`src/rtl/core/cse_pkg.sv`:
```
// cosine similarity engine: shared widths, types and helpers
// no dependencies; imported by every module of the block
package cse_pkg;

    localparam int DATA_W    = 16;
    localparam int PROD_W    = 32;
    localparam int ACC_W     = 40;
    localparam int HALF_W    = 20;
    localparam int WIDE_W    = 80;
    localparam int QUO_W     = 30;
    localparam int ROOT_W    = 16;
    localparam int SREM_W    = 17;
    localparam int STEP_W    = 5;

    localparam int QUEUE_DEPTH = 2;
    localparam int QPTR_W      = $clog2(QUEUE_DEPTH);
    localparam int QCNT_W      = $clog2(QUEUE_DEPTH + 1);

    localparam logic [STEP_W-1:0] MUL_LAST  = STEP_W'(7);
    localparam logic [STEP_W-1:0] DIV_LAST  = STEP_W'(QUO_W - 1);
    localparam logic [STEP_W-1:0] SQRT_LAST = STEP_W'(QUO_W / 2 - 1);

    localparam logic [DATA_W-1:0] SIM_MAX  = {1'b0, {(DATA_W-1){1'b1}}};
    localparam logic [ROOT_W-1:0] ROOT_CAP = {1'b1, {(ROOT_W-1){1'b0}}};

    typedef logic signed [ACC_W-1:0] t_acc;

    typedef struct packed {
        t_acc dot;
        t_acc first;
        t_acc second;
    } t_sums;

    typedef struct packed {
        logic  valid;
        t_sums sums;
    } t_queue_out;

    typedef enum logic [2:0] {
        S_IDLE,
        S_MUL,
        S_CMP,
        S_DIV,
        S_SQRT,
        S_DONE
    } t_back_state;

    // add a product to a running sum, clamp to the sum range
    function automatic t_acc sat_add(input t_acc acc, input logic signed [PROD_W-1:0] p);
        logic [ACC_W:0] sum;
        sum = {acc[ACC_W-1], acc} + {{(ACC_W + 1 - PROD_W){p[PROD_W-1]}}, p};
        if (sum[ACC_W] != sum[ACC_W-1]) begin
            sat_add = sum[ACC_W] ? {1'b1, {(ACC_W-1){1'b0}}} : {1'b0, {(ACC_W-1){1'b1}}};
        end else begin
            sat_add = sum[ACC_W-1:0];
        end
    endfunction

endpackage

```
`src/rtl/core/cse_queue.sv`:
```
// short queue of finished sums between front and back
// depends on cse_pkg
module cse_queue (
    input  logic                i_clk,
    input  logic                i_rst_n,
    input  logic                i_push,
    input  cse_pkg::t_sums      i_sums,
    output logic                o_full,
    input  logic                i_pop,
    output cse_pkg::t_queue_out o_q
);
    import cse_pkg::*;

    t_sums             r_mem [QUEUE_DEPTH];
    logic [QPTR_W-1:0] r_wr_ptr;
    logic [QPTR_W-1:0] r_rd_ptr;
    logic [QCNT_W-1:0] r_count;
    logic              do_push;
    logic              do_pop;

    assign o_full  = (r_count == QCNT_W'(QUEUE_DEPTH));
    assign do_push = i_push && !o_full;
    assign do_pop  = i_pop && (r_count != '0);

    assign o_q.valid = (r_count != '0);
    assign o_q.sums  = r_mem[r_rd_ptr];

    always_ff @(posedge i_clk) begin
        if (!i_rst_n) begin
            r_wr_ptr <= '0;
            r_rd_ptr <= '0;
            r_count  <= '0;
        end else begin
            if (do_push) begin
                r_wr_ptr <= (r_wr_ptr == QPTR_W'(QUEUE_DEPTH - 1)) ? '0 : r_wr_ptr + 1'b1;
            end
            if (do_pop) begin
                r_rd_ptr <= (r_rd_ptr == QPTR_W'(QUEUE_DEPTH - 1)) ? '0 : r_rd_ptr + 1'b1;
            end
            if (do_push && !do_pop) begin
                r_count <= r_count + 1'b1;
            end else if (do_pop && !do_push) begin
                r_count <= r_count - 1'b1;
            end
        end
    end

    always_ff @(posedge i_clk) begin
        if (do_push) begin
            r_mem[r_wr_ptr] <= i_sums;
        end
    end

endmodule

```
`config.mk`:
```
export PLATFORM = sky130hd
export DESIGN_NAME = cse_queue
export DESIGN_NICKNAME = d
export VERILOG_FILES = /design/src/rtl/core/cse_pkg.sv /design/src/rtl/core/cse_queue.sv
export SDC_FILE = /design/constraint.sdc
export NUM_CORES = 1
export LEC_CHECK = 0
export BUFFER_PORTS_ARGS = -buffer_cell sky130_fd_sc_hd__clkbuf_2
export CORE_MARGIN = 5
export CORE_UTILIZATION = 45
export DETAILED_ROUTE_END_ITERATION = 10
export GPL_TIMING_DRIVEN = 0
export PLACE_DENSITY_LB_ADDON = 0.1
export SLEW_MARGIN = 20
export SYNTH_ARGS = -nofsm -noshare
export SYNTH_HDL_FRONTEND = slang
export SYNTH_SLANG_ARGS = --single-unit
```
`constraint.sdc`:
```
create_clock -name i_clk -period 6.7 [get_ports i_clk]
set_clock_uncertainty 0.15 [all_clocks]
set_input_delay 1.005 -clock i_clk [delete_from_list [all_inputs] [get_ports i_clk]]
set_output_delay 1.005 -clock i_clk [all_outputs]
set_load 0.005 [all_outputs]
```
==> results by group <==
Outcome
  • Outcome: finished clean

Route
  • WL final: 17.2 mm
  • Iter 0 DRT Violations: 241
  • DRC: 0
  • Via density: 4.76
  • Wire length per cell: 17.8 um
  • Post-route ant nets: 0
  • Total vias in the final route: 4605
  • Initial DRT Pass Iterations: 4

Floorplanning
  • Floorplan core area: 19500 um2
  • Initial Util: 0.457
  • Die Y-Extent: 151 um
  • Die X: 151 um
  • Io pins: 246
  • Rows: 51
  • Die area: 22700 um2

Global route
  • Vias in the first global route: 4957
  • GRT Total Usage: 0.146
  • Grt total ovfl: 0
  • First-pass GRT wire length: 25.6 mm
  • Largest net degree at the start of global routing: 54
  • Initial antenna violation count: 1

Placed design
  • Placer Congestion: 0.693
  • Placed cell count: 919
  • Cell area after placement: 10700 um2
  • Dpl ws: 3730 ps
  • Dpl hpwl: 12.2 mm
  • Number of I/O port buffers: 245

CTS
  • CTS H-Tree Depth: 1
  • Worst-skew pair later-pin latency: 500 ps
  • Maximum root-to-sink buffer count: 3
  • Root buffer cell: clkbuf_16
  • Clock Sinks: 245
  • Number of buffers created by CTS: 26
  • Hold buffers post-CTS: 0
  • CTS tree: done
  • Resized cells post-CTS: 0
  • Clock transition at the registers of the reported paths: 60 ps
  • Number of setup buffers added after CTS: 0

Cells and area
  • Layout area overhead: 29.3%
  • Fraction of layout cells with a size suffix above 1: 0.469
  • Fin area: 11500 um2
  • Fin cells: 967
  • FILL cells: 1533
  • Most frequent cells in the layout: 245 x clkbuf_2, 240 x edfxtp_1, 100 x mux2_1
  • # diodes: 0
  • Layout net count: 807
  • Leading cell type in the layout, fill and taps excluded: clkbuf_2

Synthesis
  • Syn Area/Cell: 22.4 um2
  • Async SR Flop Fraction: 0
  • Synth Net Count: 523
  • Syn. warnings: 0
  • Seq cells post-synth: 245
  • Largest cells by area after synthesis: edfxtp_1 81%, mux2_1 13%, mux2_2 2.5%, buf_6 1.3%, dfxtp_1 1.1%
  • Area share of the largest cell type after synthesis: 0.808
  • Yosys top cell by area: edfxtp_1
  • Synthesized area: 8920 um2
  • Post-synthesis mux area share: 0.151
  • Most used flip-flop cell after synthesis: edfxtp_1
  • Largest family of logic cells by synthesized area: multiplexers
  • Synth Area in Simple Gates: 0.00645
  • Synth Area in Compound Gates: 0.00365
  • Adder-Cell Fraction of Synth Area: 0.00140
  • Post-Synth XOR/XNOR Area: 0.00294
  • Post-synthesis cell type count: 24
  • Post-synthesis sequential area ratio: 0.819
  • Post-synth EDFFs: 240
  • Post-Syn Instances: 398

Setup path
  • Worst path max stage delay: 350 ps
  • Critical path required time: 5540 ps
  • Arr. time, crit path: 1810 ps
  • Worst Setup End Kind: output pin
  • Cell breakdown of the critical path: buf_4 > buf_6 > mux2_1 > clkbuf_2
  • Slowest CP cell: mux2_1
  • CP Launch Type: register
  • Kind of critical path: reg -> out
  • CP Max Fanout: 10

STA
  • Crit path time final: 2960 ps
  • Setup_tns: 0 ps
  • Final setup viols: 0
  • Worst-Margin Slew: 619 ps
  • Worst setup margin: 3740 ps
  • Max Transition Viols Final: 0
  • Slew headroom: 0.586
  • Period Utilization, post-route: 0.442
  • RSZ-0062 raised after global routing: no
  • Max Clk Rate: 0.337 GHz
  • Final Hold Vio Count: 0

Power and ir drop
  • Pwr Density: 375 nW/um2
  • Pleak: 4.41 nW
  • Final Power: 0.00433 W
  • Peak supply drop: 0.000247 V

Worst hold path
  • Worst min path class: reg -> reg

Job
  • MaxCap Viol Count: 0
==> area by class of cell <==
class | instances | area, um2 | share of cell area
tap | 265 | 332 | 0.0287
buffer | 13 | 130 | 0.0113
multi-input combinational | 138 | 1490 | 0.129
clock buffer | 33 | 698 | 0.0605
timing repair buffer | 256 | 1430 | 0.124
sequential | 245 | 7310 | 0.633
clock inverter | 15 | 149 | 0.0129
inverter | 2 | 7.51 | 0.000650
==> cell usage after synthesis (all sizes together) (2+ instances only) <==
master and count:
a21boi 2, and2 3, buf 13, dfxtp 5, edfxtp 240, inv 2, mux2 120, o21ai 2
xnor2 2
==> metrics by stage <==
stage | hold slack, ps | util
after global routing | 451 | 0.591
after CTS | 381 | 0.591
final | 381 | 0.591
after global placement | 342 | 0.537
after detailed placement | 373 | 0.548
after floorplan | 329 | -
==> layer usage <==
| metal | track usage | part of all wire |
|---|---|---|
| met3 | 0.0586 | 0.11 |
| met1 | 0.169 | 0.37 |
| met4 | 0.0394 | 0.024 |
| met5 | 0 | 0.00075 |
| met2 | 0.252 | 0.50 |
==> state kept, by name, indices dropped and copies added (netlist names), named ones only <==
register	flops
r_wr_ptr	1
r_rd_ptr	1
r_count	2
r_mem	240
==> power breakdown <==
part,switching (W),internal [W]
clock,0.000540,0.000851
sequential,0.0000437,0.00192
combinational,0.000495,0.000483
total,0.00108,0.00326
==> kinds of logic after synthesis <==
| family | after synthesis |
|---|---|
| AND/OR/NAND/NOR | 9 |
| XOR/XNOR | 3 |
| adder cells (fa/ha/maj) | 1 |
| buffers and inverters | 15 |
| flip-flops | 245 |
| AO/OA/AOI/OAI | 5 |
| multiplexers | 120 |
==> worst paths after layout <==
kind,end,slack [ps],depth (start not counted),from
setup / recovery,o_q[34],3740,4,register
hold reg to reg,r_count[1]$_SDFFE_PN0P_,380,2,r_count[1]$_SDFFE_PN0P_
setup reg to reg,r_mem[0][78]$_DFFE_PP_,4340,7,r_count[0]$_SDFFE_PN0P_
hold / removal,r_count[1]$_SDFFE_PN0P_,380,2,r_count[1]$_SDFFE_PN0P_
==> critical path: cells and delay by family, from the launching register on <==
family / cells / cell delay [ps]
buffers and inverters: 3 / 610
DFF: 1 / 340
muxes: 1 / 350
Note: power is estimated with default switching activity, not from simulation.
