File: config.mk
export PLATFORM = sky130hd
export DESIGN_NAME = cse_front
export DESIGN_NICKNAME = d
export VERILOG_FILES = /design/src/rtl/core/cse_pkg.sv /design/src/rtl/core/cse_front.sv
export SDC_FILE = /design/constraint.sdc
export NUM_CORES = 2
export LEC_CHECK = 0
export BUFFER_PORTS_ARGS = -buffer_cell sky130_fd_sc_hd__buf_4
export CAP_MARGIN = 25
export CORE_UTILIZATION = 25
export CTS_CLUSTER_DIAMETER = 60
export DETAILED_ROUTE_END_ITERATION = 6
export PLACE_DENSITY = 0.42
export SLEW_MARGIN = 40
export SYNTH_ARGS = -nofsm -noshare
export SYNTH_HDL_FRONTEND = slang
export SYNTH_SLANG_ARGS = --single-unit
File: constraint.sdc
create_clock -name i_clk -period 19.4 [get_ports i_clk]
set_input_delay 2.91 -clock i_clk [delete_from_list [all_inputs] [get_ports i_clk]]
set_output_delay 2.91 -clock i_clk [all_outputs]
set_load 0.005 [all_outputs]
File: src/rtl/core/cse_pkg.sv
// cosine similarity engine: shared widths, types and helpers
// no dependencies; imported by every module of the block
package cse_pkg;

    localparam int DATA_W    = 16;
    localparam int PROD_W    = 32;
    localparam int ACC_W     = 40;
    localparam int HALF_W    = 20;
    localparam int WIDE_W    = 80;
    localparam int QUO_W     = 30;
    localparam int ROOT_W    = 16;
    localparam int SREM_W    = 17;
    localparam int STEP_W    = 5;

    localparam int QUEUE_DEPTH = 2;
    localparam int QPTR_W      = $clog2(QUEUE_DEPTH);
    localparam int QCNT_W      = $clog2(QUEUE_DEPTH + 1);

    localparam logic [STEP_W-1:0] MUL_LAST  = STEP_W'(7);
    localparam logic [STEP_W-1:0] DIV_LAST  = STEP_W'(QUO_W - 1);
    localparam logic [STEP_W-1:0] SQRT_LAST = STEP_W'(QUO_W / 2 - 1);

    localparam logic [DATA_W-1:0] SIM_MAX  = {1'b0, {(DATA_W-1){1'b1}}};
    localparam logic [ROOT_W-1:0] ROOT_CAP = {1'b1, {(ROOT_W-1){1'b0}}};

    typedef logic signed [ACC_W-1:0] t_acc;

    typedef struct packed {
        t_acc dot;
        t_acc first;
        t_acc second;
    } t_sums;

    typedef struct packed {
        logic  valid;
        t_sums sums;
    } t_queue_out;

    typedef enum logic [2:0] {
        S_IDLE,
        S_MUL,
        S_CMP,
        S_DIV,
        S_SQRT,
        S_DONE
    } t_back_state;

    // add a product to a running sum, clamp to the sum range
    function automatic t_acc sat_add(input t_acc acc, input logic signed [PROD_W-1:0] p);
        logic [ACC_W:0] sum;
        sum = {acc[ACC_W-1], acc} + {{(ACC_W + 1 - PROD_W){p[PROD_W-1]}}, p};
        if (sum[ACC_W] != sum[ACC_W-1]) begin
            sat_add = sum[ACC_W] ? {1'b1, {(ACC_W-1){1'b0}}} : {1'b0, {(ACC_W-1){1'b1}}};
        end else begin
            sat_add = sum[ACC_W-1:0];
        end
    endfunction

endpackage

File: src/rtl/core/cse_front.sv
// front end: element products and running dot/norm sums
// depends on cse_pkg; hands finished sums to cse_queue
module cse_front (
    input  logic                          i_clk,
    input  logic                          i_rst_n,
    input  logic                          i_valid,
    output logic                          o_ready,
    input  logic signed [cse_pkg::DATA_W-1:0] i_x,
    input  logic signed [cse_pkg::DATA_W-1:0] i_y,
    input  logic                          i_last,
    input  logic                          i_full,
    output logic                          o_push,
    output cse_pkg::t_sums                o_sums
);
    import cse_pkg::*;

    logic                     r_p_valid;
    logic                     r_p_last;
    logic signed [PROD_W-1:0] r_pxy;
    logic signed [PROD_W-1:0] r_pxx;
    logic signed [PROD_W-1:0] r_pyy;
    t_acc                     r_dot;
    t_acc                     r_first;
    t_acc                     r_second;
    t_acc                     n_dot;
    t_acc                     n_first;
    t_acc                     n_second;
    logic                     advance;

    assign advance = r_p_valid && (!r_p_last || !i_full);
    assign o_ready = !r_p_valid || advance;
    assign o_push  = advance && r_p_last;

    assign n_dot    = sat_add(r_dot, r_pxy);
    assign n_first  = sat_add(r_first, r_pxx);
    assign n_second = sat_add(r_second, r_pyy);

    assign o_sums.dot    = n_dot;
    assign o_sums.first  = n_first;
    assign o_sums.second = n_second;

    always_ff @(posedge i_clk) begin
        if (!i_rst_n) begin
            r_p_valid <= 1'b0;
            r_dot     <= '0;
            r_first   <= '0;
            r_second  <= '0;
        end else begin
            if (o_ready) begin
                r_p_valid <= i_valid;
            end
            if (advance) begin
                if (r_p_last) begin
                    r_dot    <= '0;
                    r_first  <= '0;
                    r_second <= '0;
                end else begin
                    r_dot    <= n_dot;
                    r_first  <= n_first;
                    r_second <= n_second;
                end
            end
        end
    end

    always_ff @(posedge i_clk) begin
        if (o_ready && i_valid) begin
            r_pxy    <= i_x * i_y;
            r_pxx    <= i_x * i_x;
            r_pyy    <= i_y * i_y;
            r_p_last <= i_last;
        end
    end

endmodule

==> metrics.txt <==
mux cell area share after synthesis 0.001622; Max Slew Vio Count 0; FF+latch count, synth 216; xor/xnor cell area share of the yosys netlist 0.05027; Post-synth EDFFs 95; Slew HR 0.4381; RSZ-0062 raised after global routing false; worst-margin pin slew 842.9 ps; Hold Path Class flop to flop; reg2reg start r_pyy[0]$_DFFE_PP_; total of max-cap violations 0; CTS tree done; hold_buf cts 0; DPL Wire Length 92.26 mm; final setup violation count 0; main combinational cell family by area after synthesis adder cells; Mapped Cells 4599; GRT overflow 0; Synth top cells by count inv_1, fa_1, nand2_1; cell with the most instances after synthesis inv_1; Worst R2R End r_second[4]$_SDFFE_PN0P_; Die ar. 0.1682 sq mm; FMAX 0.1025 GHz; Synth Area in Simple Gates 0.1180; total CTS buffers 37; status finished, violations left; Buffers on Ports 158; cells on worst reg2reg path 14; DRC errors left 28; post-synthesis sequential area ratio 0.1267; Die W 410.1 microns; CP max FO 25; Worst Hold Endpoint r_dot[25]$_SDFFE_PN0P_; Vias 30673; Final Hold Vio Count 0; chip height 410.1 microns; worst skew pair latency 590 ps; drt total wl 118.2 mm; dominant cells by area after synthesis fa_1, ha_1, inv_1; Clock Pin Slew Worst Setup and Hold Paths 50 ps; Area Overhead vs Synth 11.04%; vias in the first global route 32839; DR vias/cell 4.489; Synth area leader fa_1; Mapped Area 0.04164 sq mm; GRT Total Usage 0.1428; CTS Sinks 216; CTS root buf clkbuf_16; Max clock buf depth 3; Post-synth top flop dfxtp_1; worst path arrival time 10090 ps; first-pass GRT wire length 188.5 mm; IO Count 159; largest net degree at the start of global routing 71; Max Clock Skew 19.83 ps; hold wc startpoint r_dot[25]$_SDFFE_PN0P_; share of layout cells above drive strength 1 0.06355; 1st-pass router iterations 7; CORE AREA 0.1652 sq mm; ys async rst share 0; Final Cycle Share 0.5028; Min-Delay Path Depth 2; Yosys top cell area share 0.3519; PostCTS Resize Cnt 0; H-tree level count 2; violated checks DRC; post-route ant nets 0; compound-gate portion of the synthesized area 0.1235; Netlist cell types 91; Tmin final 9754 ps; gpl congestion 0.8215; initial antenna violation count 8; Core Rows 149; r2r setup slk 14670 ps; Synth Net Count 5749; post-synthesis adder-cell area fraction 0.4721; CP Class primary input to flop; Syn Area/Cell 9.055 sq um; Ys Warns 0; critical path capture point type flop; drt first-iter violations 1485; Worst Path Required 19730 ps; Layout Nets 5764; total setup buffers inserted after CTS 0; WL per Instance 17.30 microns; Initial Utilization 0.2521; critical path startpoint category primary input; Fin Setup TNS 0 ps
routing by layer:
metal / GRT usage / wire (microns)
met1: 0.2012 / 57060
met2: 0.2397 / 55830
met3: 0.01425 / 3967
met4: 0.02078 / 1333
met5: 0 / 23
layout make-up:
| type | count | area (sq um) |
|---|---|---|
| multi-input combinational | 3205 | 31930 |
| clock buffer | 52 | 1042 |
| timing repair buffer | 178 | 1376 |
| tap | 2189 | 2739 |
| fill | 17922 | 118900 |
| clock inverter | 15 | 205.2 |
| inverter | 976 | 3664 |
| sequential | 216 | 5275 |
| antenna | 2 | 5.005 |
sequential cells by signal, indices dropped and copies added (netlist names):
| name | flops |
|---|---|
| r_dot | 40 |
| r_first | 40 |
| r_second | 40 |
| r_pxy | 32 |
| r_pxx | 31 |
| r_pyy | 31 |
| r_p_last | 1 |
| r_p_valid | 1 |
through the flow:
step / hold slack, ps / worst slack [ps] / utilization / cell area [sq um] / std cells
floorplan: 429.1 / 10090 / - / 41640 / 4599
global placement: 446.3 / 8981 / 0.2719 / 44920 / 6761
detailed placement: 451.0 / 8911 / 0.2722 / 44960 / 6763
CTS: 462.7 / 9515 / 0.2798 / 46210 / 6830
global route: 490.4 / 9296 / 0.2799 / 46230 / 6831
finish: 457.7 / 9646 / 0.2799 / 46240 / 6833
kinds of logic after synthesis:
family	count (synthesis)
buffers and inverters	1178
adders and majority gates	1137
and+or+nand+nor	1063
AOI/OAI and AO/OA	760
xor gates and xnor gates	239
DFF	216
muxes	6
cell usage in the layout (no fill, tap or decap), drive strengths merged, types with 7 or more instances in the layout:
cell type and count:
a211o 9, a211oi 12, a21o 94, a21oi 210
a221o 49, a22o 16, a31o 10, a31oi 19
and2 167, and3 17, buf 178, clkbuf 52
clkinv 12, dfxtp 121, edfxtp 95, fa 732
ha 381, inv 975, maj3 24, nand2 449
nand2b 42, nand3 31, nand4 25, nor2 232
nor2b 28, nor3 29, o211ai 10, o21a 22
o21ai 176, o21bai 25, o221ai 7, o311ai 36
o31ai 14, or2 13, or3 9, xnor2 171
xor2 68
worst max path at each step:
| stage | from | endpoint | slack, ps |
|---|---|---|---|
| finish | i_y[12] | r_pyy[30]$_DFFE_PP_ | 9650 |
| detailed placement | i_y[12] | r_pyy[30]$_DFFE_PP_ | 8910 |
| global route | i_y[12] | r_pyy[30]$_DFFE_PP_ | 9300 |
| CTS | i_y[12] | r_pyy[30]$_DFFE_PP_ | 9510 |
| global placement | i_y[12] | r_pyy[30]$_DFFE_PP_ | 8980 |
| floorplan | i_x[15] | r_pxy[30]$_DFFE_PP_ | 10090 |
worst max-delay path, cell delays in order:
cell and delay, ps:
buf_4 340, clkinv_1 520, nor2_1 320, ha_1 300
xor2_1 190, fa_1 550, inv_1 50, fa_1 480
fa_1 500, fa_1 490, inv_1 50, fa_1 470
inv_1 40, ha_1 340, a21o_1 210, a31oi_1 200
a21oi_1 100, a211o_1 290, a2111oi_1 640, o31ai_1 210
o41ai_1 480, o21bai_1 110, a21oi_1 180, xnor2_1 80
Power is left out: the tool's default activity adds up to more than one toggle a clock period on the data nets, which glitch-free logic cannot reach.
