**config.mk**
```make
export PLATFORM = sky130hd
export DESIGN_NAME = cse_back
export DESIGN_NICKNAME = d
export VERILOG_FILES = /design/src/rtl/core/cse_pkg.sv /design/src/rtl/core/cse_back.sv
export SDC_FILE = /design/constraint.sdc
export NUM_CORES = 2
export LEC_CHECK = 0
export BUFFER_PORTS_ARGS = -buffer_cell sky130_fd_sc_hd__buf_4
export CAP_MARGIN = 10
export CORE_AREA = 2 2 448 450
export DETAILED_ROUTE_END_ITERATION = 10
export DIE_AREA = 0 0 450 452
export GPL_TIMING_DRIVEN = 0
export PLACE_DENSITY = 0.49
export SETUP_SLACK_MARGIN = 0.05
export SLEW_MARGIN = 5
export SYNTH_ARGS = -nofsm -noshare
export SYNTH_HDL_FRONTEND = slang
export SYNTH_SLANG_ARGS = --single-unit
export TNS_END_PERCENT = 100
```
**constraint.sdc**
```tcl
create_clock -name i_clk -period 18.56 [get_ports i_clk]
set_clock_uncertainty 0.2 [all_clocks]
set_input_delay 0 -clock i_clk [delete_from_list [all_inputs] [get_ports i_clk]]
set_output_delay 0 -clock i_clk [all_outputs]
set_load 0.01 [all_outputs]
```
**src/rtl/core/cse_pkg.sv**
```systemverilog
// cosine similarity engine: shared widths, types and helpers
// no dependencies; imported by every module of the block
package cse_pkg;

    localparam int DATA_W    = 16;
    localparam int PROD_W    = 32;
    localparam int ACC_W     = 40;
    localparam int HALF_W    = 20;
    localparam int WIDE_W    = 80;
    localparam int QUO_W     = 30;
    localparam int ROOT_W    = 16;
    localparam int SREM_W    = 17;
    localparam int STEP_W    = 5;

    localparam int QUEUE_DEPTH = 2;
    localparam int QPTR_W      = $clog2(QUEUE_DEPTH);
    localparam int QCNT_W      = $clog2(QUEUE_DEPTH + 1);

    localparam logic [STEP_W-1:0] MUL_LAST  = STEP_W'(7);
    localparam logic [STEP_W-1:0] DIV_LAST  = STEP_W'(QUO_W - 1);
    localparam logic [STEP_W-1:0] SQRT_LAST = STEP_W'(QUO_W / 2 - 1);

    localparam logic [DATA_W-1:0] SIM_MAX  = {1'b0, {(DATA_W-1){1'b1}}};
    localparam logic [ROOT_W-1:0] ROOT_CAP = {1'b1, {(ROOT_W-1){1'b0}}};

    typedef logic signed [ACC_W-1:0] t_acc;

    typedef struct packed {
        t_acc dot;
        t_acc first;
        t_acc second;
    } t_sums;

    typedef struct packed {
        logic  valid;
        t_sums sums;
    } t_queue_out;

    typedef enum logic [2:0] {
        S_IDLE,
        S_MUL,
        S_CMP,
        S_DIV,
        S_SQRT,
        S_DONE
    } t_back_state;

    // add a product to a running sum, clamp to the sum range
    function automatic t_acc sat_add(input t_acc acc, input logic signed [PROD_W-1:0] p);
        logic [ACC_W:0] sum;
        sum = {acc[ACC_W-1], acc} + {{(ACC_W + 1 - PROD_W){p[PROD_W-1]}}, p};
        if (sum[ACC_W] != sum[ACC_W-1]) begin
            sat_add = sum[ACC_W] ? {1'b1, {(ACC_W-1){1'b0}}} : {1'b0, {(ACC_W-1){1'b1}}};
        end else begin
            sat_add = sum[ACC_W-1:0];
        end
    endfunction

endpackage

```
**src/rtl/core/cse_back.sv**
```systemverilog
// back end: squares, long division and integer root, one vector pair at a time
// depends on cse_pkg; takes sums from cse_queue, owns the result register
module cse_back (
    input  logic                        i_clk,
    input  logic                        i_rst_n,
    input  cse_pkg::t_queue_out         i_q,
    output logic                        o_pop,
    output logic                        o_valid,
    input  logic                        i_ready,
    output logic [cse_pkg::DATA_W-1:0]  o_sim,
    output logic                        o_zero
);
    import cse_pkg::*;

    t_back_state         r_state;
    t_back_state         n_state;
    logic [STEP_W-1:0]   r_step;
    logic [ACC_W-1:0]    r_a;
    logic [ACC_W-1:0]    r_n1;
    logic [ACC_W-1:0]    r_n2;
    logic                r_neg;
    logic                r_zero;
    logic [WIDE_W-1:0]   r_d2;
    logic [WIDE_W-1:0]   r_den;
    logic [WIDE_W-1:0]   r_rem;
    logic [QUO_W-1:0]    r_quo;
    logic [SREM_W-1:0]   r_srem;
    logic [ROOT_W-1:0]   r_root;
    logic                r_out_valid;
    logic [DATA_W-1:0]   r_out_sim;
    logic                r_out_zero;

    logic                zero_case;
    logic                dot_zero;
    logic [ACC_W-1:0]    dot_mag;
    logic                out_load;
    logic [ACC_W-1:0]    op_a;
    logic [ACC_W-1:0]    op_b;
    logic [HALF_W-1:0]   half_a;
    logic [HALF_W-1:0]   half_b;
    logic [2*HALF_W-1:0] pp;
    logic [WIDE_W-1:0]   pp_shifted;
    logic [WIDE_W:0]     rem2;
    logic                div_bit;
    logic [SREM_W+1:0]   sq_shift;
    logic [SREM_W+1:0]   sq_trial;
    logic                sq_bit;
    logic [DATA_W-1:0]   sim_val;

    assign zero_case = ($signed(i_q.sums.first) <= 0) || ($signed(i_q.sums.second) <= 0);
    assign dot_zero  = (i_q.sums.dot == '0);
    assign dot_mag   = i_q.sums.dot[ACC_W-1] ? (~i_q.sums.dot + 1'b1) : i_q.sums.dot;

    // partial products over two 20-bit halves
    assign op_a   = r_step[2] ? r_n1 : r_a;
    assign op_b   = r_step[2] ? r_n2 : r_a;
    assign half_a = r_step[1] ? op_a[ACC_W-1:HALF_W] : op_a[HALF_W-1:0];
    assign half_b = r_step[0] ? op_b[ACC_W-1:HALF_W] : op_b[HALF_W-1:0];
    assign pp     = half_a * half_b;

    always_comb begin
        case ({r_step[1], r_step[0]})
            2'b00:   pp_shifted = {{(WIDE_W-2*HALF_W){1'b0}}, pp};
            2'b11:   pp_shifted = {pp, {(2*HALF_W){1'b0}}};
            default: pp_shifted = {{HALF_W{1'b0}}, pp, {HALF_W{1'b0}}};
        endcase
    end

    assign rem2    = {r_rem, 1'b0};
    assign div_bit = (rem2 >= {1'b0, r_den});

    assign sq_shift = {r_srem, r_quo[QUO_W-1:QUO_W-2]};
    assign sq_trial = {2'b00, r_root[ROOT_W-2:0], 2'b01};
    assign sq_bit   = (sq_shift >= sq_trial);

    assign sim_val = r_neg ? (~r_root + 1'b1) : (r_root[ROOT_W-1] ? SIM_MAX : r_root);

    always_comb begin
        n_state = r_state;
        case (r_state)
            S_IDLE: begin
                if (i_q.valid) begin
                    n_state = (zero_case || dot_zero) ? S_DONE : S_MUL;
                end
            end
            S_MUL: begin
                if (r_step == MUL_LAST) begin
                    n_state = S_CMP;
                end
            end
            S_CMP: begin
                n_state = (r_d2 >= r_den) ? S_DONE : S_DIV;
            end
            S_DIV: begin
                if (r_step == DIV_LAST) begin
                    n_state = S_SQRT;
                end
            end
            S_SQRT: begin
                if (r_step == SQRT_LAST) begin
                    n_state = S_DONE;
                end
            end
            S_DONE: begin
                if (!r_out_valid || i_ready) begin
                    n_state = S_IDLE;
                end
            end
            default: n_state = S_IDLE;
        endcase
    end

    always_comb begin
        o_pop    = 1'b0;
        out_load = 1'b0;
        case (r_state)
            S_IDLE:  o_pop    = i_q.valid;
            S_DONE:  out_load = !r_out_valid || i_ready;
            default: begin
                o_pop    = 1'b0;
                out_load = 1'b0;
            end
        endcase
    end

    always_ff @(posedge i_clk) begin
        if (!i_rst_n) begin
            r_state     <= S_IDLE;
            r_step      <= '0;
            r_out_valid <= 1'b0;
        end else begin
            r_state <= n_state;
            r_step  <= (r_state != n_state) ? '0 : r_step + 1'b1;
            if (out_load) begin
                r_out_valid <= 1'b1;
            end else if (i_ready) begin
                r_out_valid <= 1'b0;
            end
        end
    end

    always_ff @(posedge i_clk) begin
        case (r_state)
            S_IDLE: begin
                r_a    <= dot_mag;
                r_n1   <= i_q.sums.first;
                r_n2   <= i_q.sums.second;
                r_neg  <= i_q.sums.dot[ACC_W-1];
                r_zero <= zero_case;
                r_root <= '0;
                r_d2   <= '0;
                r_den  <= '0;
            end
            S_MUL: begin
                if (r_step[2]) begin
                    r_den <= r_den + pp_shifted;
                end else begin
                    r_d2 <= r_d2 + pp_shifted;
                end
            end
            S_CMP: begin
                r_rem <= r_d2;
                r_quo <= '0;
                if (r_d2 >= r_den) begin
                    r_root <= ROOT_CAP;
                end
            end
            S_DIV: begin
                r_rem  <= div_bit ? WIDE_W'(rem2 - {1'b0, r_den}) : rem2[WIDE_W-1:0];
                r_quo  <= {r_quo[QUO_W-2:0], div_bit};
                r_srem <= '0;
                r_root <= '0;
            end
            S_SQRT: begin
                r_quo  <= {r_quo[QUO_W-3:0], 2'b00};
                r_srem <= sq_bit ? SREM_W'(sq_shift - sq_trial) : sq_shift[SREM_W-1:0];
                r_root <= {r_root[ROOT_W-2:0], sq_bit};
            end
            default: begin
                if (out_load) begin
                    r_out_sim  <= sim_val;
                    r_out_zero <= r_zero;
                end
            end
        endcase
    end

    assign o_valid = r_out_valid;
    assign o_sim   = r_out_sim;
    assign o_zero  = r_out_zero;

endmodule

```
==> key figures <==
Outcome
  – Status: complete, no violations

Setup path
  – End point of the critical path: r_den[77]
  – CP max stage delay: 0.98 ns
  – Critical Path End Type: flop
  – Crit path kind: reg2reg
  – Crit path DAT: 16.84 ns
  – Reg2reg end: r_den[77]
  – Slowest CP cell: buf_1
  – Reg2reg path depth: 47
  – Setup slack, reg-to-reg: 1.95 ns
  – CP dominant cell by count: fa_1
  – Source of the critical timing path: r_step[0]
  – Reg2reg start: r_step[0]
  – Maximum fanout along the worst path: 10
  – Worst path required time: 18.79 ns
  – Startpoint class of the critical path: flop

Timing
  – Crit path time final: 16.61 ns
  – # setup viols final: 0
  – Total negative slack: 0 ns
  – Worst Max-Slew Pin Slew: 1.28 ns
  – Relative slew margins: 13.9%
  – Fmax: 60.2 MHz
  – Final period utilization: 89.5%
  – Hold Fails Final Rpt: 0
  – RSZ-0062 raised after global routing: no
  – Max-slew violations: 0

Clock network
  – Clock Latency Late Sink: 0.72 ns
  – CTS tree: yes
  – Clk slew on worst S/H paths: 0.06 ns
  – CTS Buf Count: 60
  – Bufs on Longest Clock Path: 3
  – Sink Count: 451
  – Postcts setup bufs: 0
  – Clock Tree Root: clkbuf_16
  – H-Tree Depth: 2

Synth
  – Average size of a mapped cell: 9.02 sq um
  – Ys Warns: 0
  – Top post-synthesis cells by area: edfxtp_1 (27%), fa_1 (13%), ha_1 (13%)
  – FFs w/ async S/R, synth: 0%
  – Yosys reg bits: 451
  – Synth area leader: edfxtp_1
  – Sequential fraction of the synthesis area: 27.3%
  – Top FF cell, synth: edfxtp_1
  – Synth cell count leaders: nor2_1 (568), nand2_1 (559), inv_1 (547)
  – Gate Count Post-Synth: 5,468
  – Count leader, synth: nor2_1
  – EDFF count, synth: 442
  – Syn Nets: 6,410
  – Mapped cell area: 0.0493 sq mm
  – Netlist cell types: 90
  – Area fraction of the dominant cell type after synthesis: 26.9%

GRT
  – Largest net degree at the start of global routing: 51
  – Vias in the first global route: 43,300
  – Initial antenna violation count: 3
  – GRT overflow: 0
  – Gr usage total: 17.3%
  – First-pass GRT wire length: 271,000 um

Place
  – Port bufs: 142
  – HPWL after DPL: 145,000 um
  – Placer Congestion: 0.932

Routing
  – # DRC: 0
  – Detailed Route WL: 179,000 um
  – Vias post-DR: 42,600
  – Antenna-violating nets left: 0
  – 1st-iter DRT viols: 3,132
  – Wire length per cell after detailed routing: 20.6 um
  – Vias per inst: 4.91
  – 1st-pass router iterations: 6

Min path
  – Hold Crit Depth: 3
  – Worst hold path type: in2reg

Floorplanning
  – Core area: 0.199 sq mm
  – Die area: 0.203 sq mm
  – FP Rows: 164
  – Die width: 450 um
  – Num ports: 143
  – Chip height: 452 um
  – Starting Density: 24.8%

Finish
  – Multi-input logic area: 0.0329 sq mm
  – Layout fillers: 21,000
  – Register area: 0.0135 sq mm
  – Nets: 6,911
  – Area delta synth->final: 19.4%
  – Share of layout cells above drive strength 1: 5.95%
  – Final Util: 29.6%

Run
  – Total of max-cap violations: 0
## metal layers
| metal | track usage, % | part of all wire (%) | vias up |
|---|---|---|---|
| met5 | 0 | 0.013 | - |
| met4 | 6.37 | 4.0 | 4 |
| met3 | 2.18 | 5.7 | 272 |
| met2 | 27.8 | 44 | 1391 |
| met1 | 23.7 | 46 | 20800 |
| li1 | - | - | 20100 |
## critical path, delay by kind of cell (launching register included)
kind	cells	cell delay [ns]
flip-flops	1	0.51
buffers and inverters	8	2.96
XOR/XNOR	2	0.60
AO/OA/AOI/OAI	20	6.36
multiplexers	1	0.53
adder cells (fa/ha/maj)	9	4.22
AND/OR/NAND/NOR	7	0.91
## cell usage in the layout (no fill, tap or decap), types with 16 or more instances in the layout
cell,n
nor2_1,567
nand2_1,559
inv_1,546
ha_1,495
edfxtp_1,442
a21oi_1,361
fa_1,323
dlygate4sd3_1,274
o21ai_0,224
clkbuf_1,218
xnor2_1,204
a21o_1,189
buf_4,156
mux2i_1,116
xor2_1,107
o21ai_1,97
nand4_1,93
nand3_1,74
and2_1,70
o21a_1,64
a22o_1,61
clkbuf_16,61
o21bai_1,53
nor3_1,50
nor2b_1,46
a31oi_1,46
nand2b_1,39
nor4_1,34
mux2_2,34
o31ai_1,27
and3_1,26
a211oi_1,26
o211ai_1,20
or3_1,16
## worst min path at each step
stage / startpoint / end / slack (ns)
finish: i_q[98] / r_a[18] / 0.04
global route: i_q[98] / r_a[18] / 0.05
CTS: i_q[97] / r_a[17] / 0.001
detailed placement: i_q[23] / r_n2[23] / -0.008
global placement: i_q[54] / r_n1[14] / -0.009
floorplan: i_q[80] / r_a[0] / -0.10
## area by class of cell
cell class	instances	area share, %
Clock buffer	67	2.63
Sequential cell	451	22.9
Multi-Input combinational cell	4228	55.8
Antenna cell	2	0.00851
Inverter	547	3.49
Clock inverter	46	0.880
Timing Repair Buffer	439	6.99
Buffer	242	1.64
Tap cell	2656	5.65
## per-stage QoR
stage,hold slack (ns),std cells,area (sq um),worst slack [ns]
2_1_floorplan,-0.101,5468,49300,6.54
3_3_place_gp,-0.00946,8266,53700,0.897
3_5_place_dp,-0.00816,8288,54000,2.05
4_1_cts,0.00122,8675,58800,2.03
5_1_grt,0.0514,8677,58800,1.22
6_report,0.0388,8678,58800,1.95
## state kept, by name, indices dropped and copies added (netlist names), 3 cells and up
name and flops:
o_sim 16, r_a 40, r_d2 80, r_den 80, r_n1 40, r_n2 40
r_quo 30, r_rem 80, r_root 16, r_srem 17, r_state 3, r_step 5
## kinds of logic after synthesis
logic type,count (synthesis),share of synthesized area (%)
mux,158,3.50
compound gates,1309,17.0
xor+xnor,311,5.53
simple gates,1632,14.9
fa+ha+maj,818,25.7
flops,451,27.3
buf+inv,789,6.12
## repair_timing
action | CTS | global route
endpoints found under the hold margin | 148 | 0
gates resized for setup | 0 | 0
endpoints found under the setup margin | 0 | 0
hold buffers | 274 | 0
Power is left out: the tool's default activity adds up to more than one toggle a clock period on the data nets, which glitch-free logic cannot reach.
